<file path="config.mk">
export PLATFORM = sky130hd
export DESIGN_NAME = html_entity_decoder_flat
export DESIGN_NICKNAME = d
export VERILOG_FILES = /design/src/hed_pkg.sv /design/src/hed_ifs.sv /design/src/hed_decode.sv /design/src/hed_emit.sv /design/src/html_entity_decoder.sv /design/src/flat_wrapper.sv
export SDC_FILE = /design/constraint.sdc
export NUM_CORES = 1
export LEC_CHECK = 0
export BUFFER_PORTS_ARGS = -buffer_cell sky130_fd_sc_hd__buf_2
export CORE_MARGIN = 3
export CORE_UTILIZATION = 55
export DETAILED_ROUTE_END_ITERATION = 12
export MAX_ROUTING_LAYER = met4
export PLACE_DENSITY = 0.88
export RECOVER_POWER = 25
export SETUP_SLACK_MARGIN = 0.1
export SYNTH_ARGS = -nofsm -noshare
export SYNTH_HDL_FRONTEND = slang
export SYNTH_HIERARCHICAL = 1
export SYNTH_SLANG_ARGS = --single-unit
</file>
<file path="constraint.sdc">
create_clock -name clock -period 3.55 [get_ports clock]
set_clock_uncertainty 0.15 [all_clocks]
set_input_delay 0.8875 -clock clock [delete_from_list [all_inputs] [get_ports clock]]
set_output_delay 0.8875 -clock clock [all_outputs]
set_load 0.005 [all_outputs]
</file>
<file path="src/hed_pkg.sv">
// ----------------------------------------------------------------------------
// hed_pkg
// Shared types, constants and entity tables for the HTML entity decoder.
// ----------------------------------------------------------------------------
package hed_pkg;

   localparam logic [7:0] CHAR_AMP  = 8'h26;
   localparam logic [7:0] CHAR_LT   = 8'h3C;
   localparam logic [7:0] CHAR_GT   = 8'h3E;
   localparam logic [7:0] CHAR_QUOT = 8'h22;
   localparam logic [7:0] CHAR_L    = 8'h6C;
   localparam logic [7:0] CHAR_G    = 8'h67;
   localparam logic [7:0] CHAR_Q    = 8'h71;
   localparam logic [7:0] CHAR_A    = 8'h61;
   localparam logic [7:0] CHAR_T    = 8'h74;
   localparam logic [7:0] CHAR_U    = 8'h75;
   localparam logic [7:0] CHAR_O    = 8'h6F;
   localparam logic [7:0] CHAR_M    = 8'h6D;
   localparam logic [7:0] CHAR_P    = 8'h70;
   localparam logic [7:0] CHAR_SEMI = 8'h3B;

   localparam logic [2:0] PREFIX_MAX = 3'd5;

   typedef enum logic [1:0] {
      ENT_LT   = 2'd0,
      ENT_GT   = 2'd1,
      ENT_QUOT = 2'd2,
      ENT_AMP  = 2'd3
   } ent_type;

   // one decoded request: a_len literal entity bytes, then an optional extra byte
   typedef struct packed {
      logic       has_out;
      ent_type    sel;
      logic [2:0] a_len;
      logic       e_valid;
      logic [7:0] e_char;
      logic       last;
   } job_type;

   function automatic logic [7:0] ent_text(input ent_type sel, input logic [2:0] idx);
      logic [7:0] ch;
      ch = 8'h00;
      if (idx == 3'd0) begin
         ch = CHAR_AMP;
      end else begin
         unique case (sel)
            ENT_LT: begin
               case (idx)
                  3'd1: ch = CHAR_L;
                  3'd2: ch = CHAR_T;
                  3'd3: ch = CHAR_SEMI;
                  default: ch = 8'h00;
               endcase
            end
            ENT_GT: begin
               case (idx)
                  3'd1: ch = CHAR_G;
                  3'd2: ch = CHAR_T;
                  3'd3: ch = CHAR_SEMI;
                  default: ch = 8'h00;
               endcase
            end
            ENT_QUOT: begin
               case (idx)
                  3'd1: ch = CHAR_Q;
                  3'd2: ch = CHAR_U;
                  3'd3: ch = CHAR_O;
                  3'd4: ch = CHAR_T;
                  3'd5: ch = CHAR_SEMI;
                  default: ch = 8'h00;
               endcase
            end
            ENT_AMP: begin
               case (idx)
                  3'd1: ch = CHAR_A;
                  3'd2: ch = CHAR_M;
                  3'd3: ch = CHAR_P;
                  3'd4: ch = CHAR_SEMI;
                  default: ch = 8'h00;
               endcase
            end
            default: ch = 8'h00;
         endcase
      end
      return ch;
   endfunction

   function automatic logic [2:0] ent_len(input ent_type sel);
      logic [2:0] len;
      unique case (sel)
         ENT_LT:   len = 3'd4;
         ENT_GT:   len = 3'd4;
         ENT_QUOT: len = 3'd6;
         ENT_AMP:  len = 3'd5;
         default:  len = 3'd4;
      endcase
      return len;
   endfunction

   function automatic logic [7:0] ent_char(input ent_type sel);
      logic [7:0] ch;
      unique case (sel)
         ENT_LT:   ch = CHAR_LT;
         ENT_GT:   ch = CHAR_GT;
         ENT_QUOT: ch = CHAR_QUOT;
         ENT_AMP:  ch = CHAR_AMP;
         default:  ch = CHAR_LT;
      endcase
      return ch;
   endfunction

endpackage

</file>
<file path="src/hed_ifs.sv">
// ----------------------------------------------------------------------------
// hed_ifs
// Request and response channel interfaces of the HTML entity decoder.
// ----------------------------------------------------------------------------
interface hed_req_if;
   logic       valid;
   logic       ready;
   logic [7:0] in_char;
   logic       in_last;

   modport source (output valid, output in_char, output in_last, input ready);
   modport sink   (input valid, input in_char, input in_last, output ready);
endinterface

interface hed_rsp_if;
   logic       valid;
   logic       ready;
   logic [7:0] out_char;
   logic       run_end;
   logic       string_end;

   modport source (output valid, output out_char, output run_end, output string_end,
                   input ready);
   modport sink   (input valid, input out_char, input run_end, input string_end,
                   output ready);
endinterface

</file>
<file path="src/hed_decode.sv">
// ----------------------------------------------------------------------------
// hed_decode
// Entity prefix matcher: holds the match state and turns each request byte
// into a job of literal entity bytes plus an optional extra byte.
// ----------------------------------------------------------------------------
module hed_decode (
   input  logic             clock,
   input  logic             reset,
   input  logic             req_accept,
   input  logic [7:0]       req_char,
   input  logic             req_last,
   output hed_pkg::job_type job_out
);

   logic [2:0]       prefix_len_ff, prefix_len_in;
   hed_pkg::ent_type entity_sel_ff, entity_sel_in;

   always_comb begin
      logic             idle;
      logic             brk;
      hed_pkg::job_type job;
      logic [2:0]       np;
      hed_pkg::ent_type ns;

      idle = (prefix_len_ff == 3'd0) || (prefix_len_ff > hed_pkg::PREFIX_MAX);
      brk  = 1'b0;
      np   = prefix_len_ff;
      ns   = entity_sel_ff;
      job.has_out = 1'b0;
      job.sel     = entity_sel_ff;
      job.a_len   = 3'd0;
      job.e_valid = 1'b0;
      job.e_char  = req_char;
      job.last    = req_last;

      if (idle) begin
         ns = hed_pkg::ENT_LT;
         if (req_char == hed_pkg::CHAR_AMP) begin
            np = 3'd1;
         end else begin
            np = 3'd0;
            job.e_valid = 1'b1;
         end
      end else if (prefix_len_ff == 3'd1) begin
         np = 3'd2;
         case (req_char)
            hed_pkg::CHAR_L: ns = hed_pkg::ENT_LT;
            hed_pkg::CHAR_G: ns = hed_pkg::ENT_GT;
            hed_pkg::CHAR_Q: ns = hed_pkg::ENT_QUOT;
            hed_pkg::CHAR_A: ns = hed_pkg::ENT_AMP;
            default:         brk = 1'b1;
         endcase
      end else if (req_char == hed_pkg::ent_text(entity_sel_ff, prefix_len_ff)) begin
         if (prefix_len_ff + 3'd1 == hed_pkg::ent_len(entity_sel_ff)) begin
            job.e_valid = 1'b1;
            job.e_char  = hed_pkg::ent_char(entity_sel_ff);
            np = 3'd0;
            ns = hed_pkg::ENT_LT;
         end else begin
            np = prefix_len_ff + 3'd1;
         end
      end else begin
         brk = 1'b1;
      end

      if (brk) begin
         job.a_len = prefix_len_ff;
         ns = hed_pkg::ENT_LT;
         if (req_char == hed_pkg::CHAR_AMP) begin
            np = 3'd1;
         end else begin
            np = 3'd0;
            job.e_valid = 1'b1;
         end
      end

      // end of string: flush the open prefix
      if (req_last && np != 3'd0) begin
         if (job.a_len == 3'd0) begin
            job.a_len = np;
            job.sel   = ns;
         end else begin
            job.e_valid = 1'b1;
            job.e_char  = hed_pkg::CHAR_AMP;
         end
         np = 3'd0;
         ns = hed_pkg::ENT_LT;
      end

      job.has_out   = (job.a_len != 3'd0) || job.e_valid;
      job_out       = job;
      prefix_len_in = req_accept ? np : prefix_len_ff;
      entity_sel_in = req_accept ? ns : entity_sel_ff;
   end

   always_ff @(posedge clock) begin
      if (reset) begin
         prefix_len_ff <= 3'd0;
         entity_sel_ff <= hed_pkg::ENT_LT;
      end else begin
         prefix_len_ff <= prefix_len_in;
         entity_sel_ff <= entity_sel_in;
      end
   end

`ifndef ASSERT_OFF
   a_prefix_range: assert property (@(posedge clock) disable iff (reset)
      prefix_len_ff <= hed_pkg::PREFIX_MAX)
      else $error("prefix length out of range");

   a_last_clears: assert property (@(posedge clock) disable iff (reset)
      (req_accept && req_last) |=> prefix_len_ff == 3'd0)
      else $error("match state open after end of string");
`endif

endmodule

</file>
<file path="src/hed_emit.sv">
// ----------------------------------------------------------------------------
// hed_emit
// Job register and response register: walks a job one byte per cycle while the
// response register is free, and marks run and string ends.
// ----------------------------------------------------------------------------
module hed_emit (
   input  logic             clock,
   input  logic             reset,
   input  logic             job_load,
   input  hed_pkg::job_type job_new,
   output logic             take_ready,
   hed_rsp_if.source        rsp_bus
);

   hed_pkg::job_type job_ff, job_in;
   logic             busy_ff, busy_in;
   logic [2:0]       idx_ff, idx_in;
   logic             rsp_valid_ff, rsp_valid_in;
   logic [7:0]       out_char_ff, out_char_in;
   logic             run_end_ff, run_end_in;
   logic             string_end_ff, string_end_in;

   logic             out_load;
   logic             is_final;
   logic             job_done;
   logic [7:0]       cur_char;

   always_comb begin
      cur_char = (idx_ff < job_ff.a_len) ? hed_pkg::ent_text(job_ff.sel, idx_ff)
                                         : job_ff.e_char;
      is_final = job_ff.e_valid ? (idx_ff == job_ff.a_len)
                                : (idx_ff == job_ff.a_len - 3'd1);
      out_load   = busy_ff && (!rsp_valid_ff || rsp_bus.ready);
      job_done   = out_load && is_final;
      take_ready = !busy_ff || job_done;

      job_in  = job_ff;
      busy_in = busy_ff;
      idx_in  = idx_ff;
      if (job_load && job_new.has_out) begin
         job_in  = job_new;
         busy_in = 1'b1;
         idx_in  = 3'd0;
      end else if (job_done) begin
         busy_in = 1'b0;
      end else if (out_load) begin
         idx_in = idx_ff + 3'd1;
      end

      rsp_valid_in  = rsp_valid_ff;
      out_char_in   = out_char_ff;
      run_end_in    = run_end_ff;
      string_end_in = string_end_ff;
      if (out_load) begin
         rsp_valid_in  = 1'b1;
         out_char_in   = cur_char;
         run_end_in    = is_final;
         string_end_in = is_final && job_ff.last;
      end else if (rsp_bus.ready) begin
         rsp_valid_in = 1'b0;
      end
   end

   always_ff @(posedge clock) begin
      if (reset) begin
         busy_ff      <= 1'b0;
         idx_ff       <= 3'd0;
         rsp_valid_ff <= 1'b0;
      end else begin
         busy_ff      <= busy_in;
         idx_ff       <= idx_in;
         rsp_valid_ff <= rsp_valid_in;
      end
   end

   always_ff @(posedge clock) begin
      job_ff        <= job_in;
      out_char_ff   <= out_char_in;
      run_end_ff    <= run_end_in;
      string_end_ff <= string_end_in;
   end

   assign rsp_bus.valid      = rsp_valid_ff;
   assign rsp_bus.out_char   = out_char_ff;
   assign rsp_bus.run_end    = run_end_ff;
   assign rsp_bus.string_end = string_end_ff;

`ifndef ASSERT_OFF
   a_idx_bound: assert property (@(posedge clock) disable iff (reset)
      busy_ff |-> idx_ff <= job_ff.a_len)
      else $error("job index past end of job");

   a_load_busy: assert property (@(posedge clock) disable iff (reset)
      (job_load && job_new.has_out) |=> busy_ff && idx_ff == 3'd0)
      else $error("job not taken");

   a_done_idle: assert property (@(posedge clock) disable iff (reset)
      (job_done && !job_load) |=> !busy_ff)
      else $error("job still busy after its final byte");

   a_no_overrun: assert property (@(posedge clock) disable iff (reset)
      (busy_ff && !out_load) |=> busy_ff && $stable(idx_ff))
      else $error("job advanced without a response slot");
`endif

endmodule

</file>
<file path="src/html_entity_decoder.sv">
// ----------------------------------------------------------------------------
// html_entity_decoder
// Streaming decoder for the entities &lt; &gt; &quot; &amp;.
// ----------------------------------------------------------------------------
// Usage:
//   req_bus carries one byte of the encoded string per request, with in_last
//   on the final byte. rsp_bus returns decoded bytes; run_end marks the last
//   byte caused by one request, string_end the final byte of the string.
//   A request that only extends an entity match produces no response.
// Path: an accepted request is decoded into the job register; its first byte
//   then passes to the response register, which drives rsp_bus.
// Throughput: one request per cycle while no request yields over one byte
//   and rsp_bus.ready stays high. A request yielding more bytes (a broken or
//   flushed prefix, up to six) holds req_bus.ready low while its job is walked.
// Reset: clears the match state, the job busy flag and the response valid.
// Stall: when rsp_bus.ready is low a valid response register holds; a pending job
//   keeps its bytes and req_bus.ready stays low until the response register
//   frees up. With no job pending, one request is still accepted.
// ----------------------------------------------------------------------------
module html_entity_decoder (
   input  logic      clock,
   input  logic      reset,
   hed_req_if.sink   req_bus,
   hed_rsp_if.source rsp_bus
);

   logic             req_accept;
   logic             take_ready;
   hed_pkg::job_type job;

   assign req_bus.ready = take_ready;
   assign req_accept    = req_bus.valid && take_ready;

   hed_decode u_decode (
      .clock      (clock),
      .reset      (reset),
      .req_accept (req_accept),
      .req_char   (req_bus.in_char),
      .req_last   (req_bus.in_last),
      .job_out    (job)
   );

   hed_emit u_emit (
      .clock      (clock),
      .reset      (reset),
      .job_load   (req_accept),
      .job_new    (job),
      .take_ready (take_ready),
      .rsp_bus    (rsp_bus)
   );

endmodule
</file>
<file path="src/flat_wrapper.sv">
// flat-port wrapper written by rule: the top's interface ports become plain ports
module html_entity_decoder_flat 
  (clock, reset, req_bus_valid, req_bus_in_char, req_bus_in_last, req_bus_ready, rsp_bus_valid, rsp_bus_out_char, rsp_bus_run_end, rsp_bus_string_end, rsp_bus_ready);
  hed_req_if req_bus_i ();
  hed_rsp_if rsp_bus_i ();
  input  logic clock;
  input  logic reset;
  input wire logic [$bits(req_bus_i.valid)-1:0] req_bus_valid;
  input wire logic [$bits(req_bus_i.in_char)-1:0] req_bus_in_char;
  input wire logic [$bits(req_bus_i.in_last)-1:0] req_bus_in_last;
  output wire logic [$bits(req_bus_i.ready)-1:0] req_bus_ready;
  output wire logic [$bits(rsp_bus_i.valid)-1:0] rsp_bus_valid;
  output wire logic [$bits(rsp_bus_i.out_char)-1:0] rsp_bus_out_char;
  output wire logic [$bits(rsp_bus_i.run_end)-1:0] rsp_bus_run_end;
  output wire logic [$bits(rsp_bus_i.string_end)-1:0] rsp_bus_string_end;
  input wire logic [$bits(rsp_bus_i.ready)-1:0] rsp_bus_ready;
  assign req_bus_i.valid = req_bus_valid;
  assign req_bus_i.in_char = req_bus_in_char;
  assign req_bus_i.in_last = req_bus_in_last;
  assign req_bus_ready = req_bus_i.ready;
  assign rsp_bus_valid = rsp_bus_i.valid;
  assign rsp_bus_out_char = rsp_bus_i.out_char;
  assign rsp_bus_run_end = rsp_bus_i.run_end;
  assign rsp_bus_string_end = rsp_bus_i.string_end;
  assign rsp_bus_i.ready = rsp_bus_ready;
  html_entity_decoder u_core (.clock(clock), .reset(reset), .req_bus(req_bus_i), .rsp_bus(rsp_bus_i));
endmodule
</file>
# [Word level (Yosys, flattened, before mapping)]
# Cells that the tools add are included.
[op_classes] mux=53 magnitude_cmp=2 n_bitwise=1 reduce_logical=25 add_sub_neg=3 eq_ne=25
[ops] cell="$pmux W8 S4" n=2
[ops] cell="$pmux W7 S3" n=3
[ops] cell="$pmux W7 S4" n=2
[ops] cell="$mux W8" n=6
[ops] cell="$mux W9" n=4
[ops] cell="$pmux W7 S5" n=1
[ops] cell="$eq A8 B7 Y1 const B" n=4
[ops] cell="$mux W3" n=9
[ops] cell="$pmux W8 S3" n=1
[ops] cell="$mux W14" n=1
[ops] cell="$pmux W7 S2" n=1
[ops] cell="$mux W1" n=13
[ops] cell="$eq A3 B2 Y1 const B" n=4
[ops] cell="$eq A3 B3 Y1 const B" n=4
[ops] cell="$mux W2" n=6
[ops] cell="$eq A3 B3 Y1" n=3
[ops] cell="$logic_not A3 Y1" n=3
[ops] cell="$pmux W3 S3" n=1
[ops] cell="$eq A2 B2 Y1 const B" n=4
[ops] cell="$eq A8 B6 Y1 const B" n=1
[ops] cell="$eq A8 B8 Y1" n=1
[ops] cell="$pmux W2 S4" n=1
[ops] cell="$add A3 B1 Y3 const B" n=2
[ops] cell="$eq A3 B1 Y1 const B" n=2
[ops] cell="16 further kinds" n=30
[word_totals] wordCells=122 out_inout_bits=12 inputBits=13 register_bits=35

# [Depth between registers and ports, before layout]
[logic_depth] word_depth=24 ltp_mapped=16 ltp_nobuf=14

# [Modules after synthesis]
# Netlist, hierarchy kept.
[by_module_without_submodules] module="hed_emit" n_inst=1 seq_area_each_um2=850.8 cells_per_inst=142 area_per_inst_um2=1597.8
[by_module_without_submodules] module="hed_decode" n_inst=1 seq_area_each_um2=100.1 cells_per_inst=177 area_per_inst_um2=1292.5
[by_module_without_submodules] module="html_entity_decoder" n_inst=1 seq_area_each_um2=0.0 cells_per_inst=1 area_per_inst_um2=6.3

# [Worst setup path before layout]
# OpenSTA, ideal clock, no wires.
[synth_timing] kind="register to register" startpoint="reg u_core.u_decode.prefix_len_ff[0]" endpoint="reg u_core/u_emit/job_ff[0] in the netlist's numbering, enable pin" setup_time_ps=359 path_slack_ps=-60 path_buffers=2 arrival_time_ps=3102 path_stages_with_launch=16 path_cell_list="dfxtp_1 > inv_1 > ha_1 > buf_2 > mux2_4 > a2111oi_2 > or4_1 > nand3_1 > nor4_2 > and2_1 > buf_6 > a2bb2oi_1 > or2_2 > nand4b_1 > nand2_1 > inv_1"
[synth_rtl] item="start, declared" line_no="hed_decode.sv:15" source="logic [2:0] prefix_len_ff, prefix_len_in;"
[synth_rtl] item="start signal, assigned" line_no="hed_decode.sv:101" source="prefix_len_ff <= prefix_len_in;"
[synth_rtl] item="end signal, assigned" line_no="hed_emit.sv:77" source="job_ff <= job_in;"
[synth_rtl] item="end, declared" line_no="hed_emit.sv:15" source="hed_pkg::job_type job_ff, job_in;"

==> summary.md <==
| Metric | Value |
|---|---|
| Top FF cell, synth | `edfxtp_1` |
| Clock Path Buffers | `2` |
| Worst Reg-to-Reg Cells | `15` |
| Number of I/O pins | `25` |
| WHS | `0.340 ns` |
| Setup-failing EPs final | `0` |
| Core area | `4910 sq um` |
| R2R Path Start | `u_core/u_decode/prefix_len_ff[0]` |
| Fraction of layout cells with a size suffix above 1 | `28.1%` |
| Starting Density | `59.0%` |
| Critical path class | `reg2reg` |
| CTS tree | `built` |
| Power Dens Cells | `271 nW/um^2` |
| Mapped Area | `2900 sq um` |
| DRT Pass-1 Iters | `5` |
| Drt first-iter violations | `330` |
| Total die area | `6170 sq um` |
| Synth Warn # | `6` |
| Synthesized area per cell | `9.05 sq um` |
| WL/cell | `17.4 um` |
| Cell area after placement | `3230 sq um` |
| Top post-synthesis cells by area | `edfxtp_1 26%, ha_1 8.6%, dfxtp_1 6.9%` |
| Count leader, synth | `edfxtp_1` |
| Global-route wire length before repair | `11.7 mm` |
| Post-Syn Nets | `353` |
| Synth area leader | `edfxtp_1` |
| Crit-path slowest cell | `or4_1` |
| Period utilization | `97.4%` |
| Finished Cell Area | `3510 sq um` |
| Post-synth top area share | `25.9%` |
| Vias in the first global route | `2444` |
| Min cycle time layout | `3.46 ns` |
| Sw Ratio | `26.4%` |
| Synth top cells by count | `25 x edfxtp_1, 23 x nand2_1, 22 x nor2_1` |
| # diodes | `0` |
| Residual DRC count | `0` |
| Cell variety after synth | `67` |
| Worst-Skew Late Latency | `0.29 ns` |
| Seq/Total Area, Yosys | `32.8%` |
| # rows | `25` |
| Final worst slack | `0.0918 ns` |
| Max Freq | `289 MHz` |
| Global-route usage over all layers | `24.2%` |
| Largest net degree at the start of global routing | `18` |
| Buffers added on ports | `24` |
| Hold Buf Count CTS | `0` |
| Crit. End Element | `flop` |
| Final Max Tran Viols | `0` |
| Final HPWL DP | `5.34 mm` |
| Chip height | `78.6 um` |
| Routability congestion estimate | `0.995` |
| Max FO, Critical Path | `9` |
| CTS Buf Count | `5` |
| Avg Vias per Cell | `6.20` |
| Final hold vios | `0` |
| Req. time, crit path | `3.46 ns` |
| Slowest stage delay, CP | `0.53 ns` |
| Clk pwr share | `31.6%` |
| HP Start | `u_core/u_emit/busy_ff` |
| Die X-Extent | `78.6 um` |
| H-tree Lvls | `2` |
| Yosys reg bits | `35` |
| Root Buffer | `clkbuf_8` |
| Relative slew slack | `33.7%` |
| Place WS | `-0.0936 ns` |
| Clk sinks | `35` |
| Unrepaired setup endpoints after global routing | `true` |
| Logic pwr share | `17.5%` |
| P_int | `699 uW` |
| GRT overflow | `0` |
| Max VDD drop | `232 uV` |
| Sw Pwr | `250 uW` |
| CP startpoint | `u_core/u_decode/prefix_len_ff[0]` |
| Area grow syn2layout | `21.1%` |
| Status | `complete, no violations` |
| Post-Syn Instances | `320` |
| Ys async rst share | `0%` |
| CTS clk-pin slew, worst paths | `0.07 ns` |
| Worst EP arrival | `3.36 ns` |
| Lkg Pwr | `0.00132 uW` |
| Antenna viol nets, final | `0` |
| Max-Cap Viols | `0` |
| Worst-path cell chain | `inv_2, ha_4, mux2_4, a2111oi_4, or4_1, nand3_1, nor4_4, buf_4, and3_2, o21a_1, a32o_2, nand4b_1, nand2_2, clkinvlp_4, clkbuf_16` |
| Tightest Pin Transition | `0.993 ns` |
| Via Count | `2666` |
| Post-layout net count | `395` |
| Initial antenna violation count | `0` |
| Hold path depth | `2` |
| Worst Hold Class | `reg2reg` |
| Final WL | `7.46 mm` |
| Crit path launch type | `flop` |
| Post-synth EDFFs | `25` |
| Seq pwr share | `51.0%` |
[cell type report]
| type | instances | area, sq um |
|---|---|---|
| Multi-Input combinational cell | 247 | 1920 |
| Fill cell | 357 | 1400 |
| Sequential cell | 35 | 961 |
| Timing Repair Buffer | 53 | 369 |
| Clock buffer | 7 | 86.3 |
| Inverter | 20 | 83.8 |
| Tap cell | 67 | 83.8 |
| Clock inverter | 1 | 5.00 |
[worst paths after layout]
path	end	slack, ns
setup reg to reg	u_core/u_emit/job_ff[0]	0.09
hold reg to reg	u_core/u_emit/rsp_bus.valid	0.34
hold / removal	u_core/u_emit/rsp_bus.valid	0.34
setup / recovery	u_core/u_emit/job_ff[0]	0.09
[critical path, delay by kind of cell (launching register included)]
| kind | cells | cell delay (ns) |
|---|---|---|
| multiplexers | 1 | 0.19 |
| AO/OA/AOI/OAI | 3 | 0.49 |
| adder cells (fa/ha/maj) | 1 | 0.21 |
| AND/OR/NAND/NOR | 6 | 1.23 |
| flip-flops | 1 | 0.38 |
| buffers and inverters | 4 | 0.57 |
[placed cells by master (no fill, tap or decap), drive strengths merged, types with 3 or more instances in the layout]
master and instances:
a2111oi 4, a211oi 5, a21o 3, a21oi 19, a31oi 4, a32oi 3, and2 5, and3 5
buf 47, clkbuf 13, dfxtp 10, edfxtp 25, ha 20, inv 18, mux2 5, mux2i 6
nand2 23, nand2b 17, nand3 6, nand3b 4, nor2 22, nor2b 13, nor3 8, nor4 5
o21ai 16, o31ai 4, or2 4, or3b 3, xnor2 3, xor2 5
[sequential cells by signal, summed over array words and instances, names as in the netlist]
register                          cells
u_core/u_emit/busy_ff                 1
u_core/u_decode/prefix_len_ff         3
u_core/u_emit/rsp_bus.string_end      1
u_core/u_emit/idx_ff                  3
u_core/u_emit/rsp_bus.run_end         1
u_core/u_emit/rsp_bus.valid           1
u_core/u_emit/rsp_bus.out_char        8
u_core/u_decode/entity_sel_ff         2
u_core/u_emit/job_ff                 15
[per-layer routing]
layer | up-vias | share of wire, % | track usage [%]
met3 | 17 | 9.1 | 4.36
met2 | 145 | 46 | 36.8
met5 | - | 0 | -
li1 | 1260 | - | -
met1 | 1244 | 43 | 33.9
met4 | 0 | 1.6 | 5.07
[through the flow]
stage | utilization, % | instances | TNS [ns] | power (uW)
4_1_cts | 68.1 | 426 | 0 | 944
5_1_grt | 71.4 | 430 | 0 | 995
2_1_floorplan | - | 320 | 0 | 597
3_3_place_gp | 65.7 | 417 | 0 | 641
6_report | 71.4 | 430 | 0 | 949
3_5_place_dp | 65.7 | 417 | -1.47 | 647
[power by group through the flow]
stage | combinational, uW | sequential, uW | clock, uW
after floorplan | 111 | 486 | 0
after global placement | 150 | 491 | 0
after detailed placement | 155 | 492 | 0
after CTS | 157 | 483 | 304
after global routing | 182 | 487 | 326
final | 166 | 484 | 300
[kinds of logic (layout without fill, tap and decap cells)]
kind of cell / after synthesis / after routing / synth area share [%]
buf+inv: 38 / 81 / 6.39
xor+xnor: 9 / 9 / 3.24
fa+ha+maj: 20 / 20 / 8.64
mux: 11 / 11 / 4.15
flops: 35 / 35 / 32.8
simple gates: 125 / 125 / 24.1
compound gates: 82 / 82 / 20.6
[what timing repair did]
| item | in CTS | in global routing |
|---|---|---|
| endpoints found under the hold margin | 0 | 0 |
| gates cloned | 0 | 1 |
| endpoints found under the setup margin | 22 | 22 |
| resized for setup | 5 | 23 |
| setup buffers | 1 | 3 |
| pin swaps | 1 | 12 |
Power figures use the tool's default switching activity.
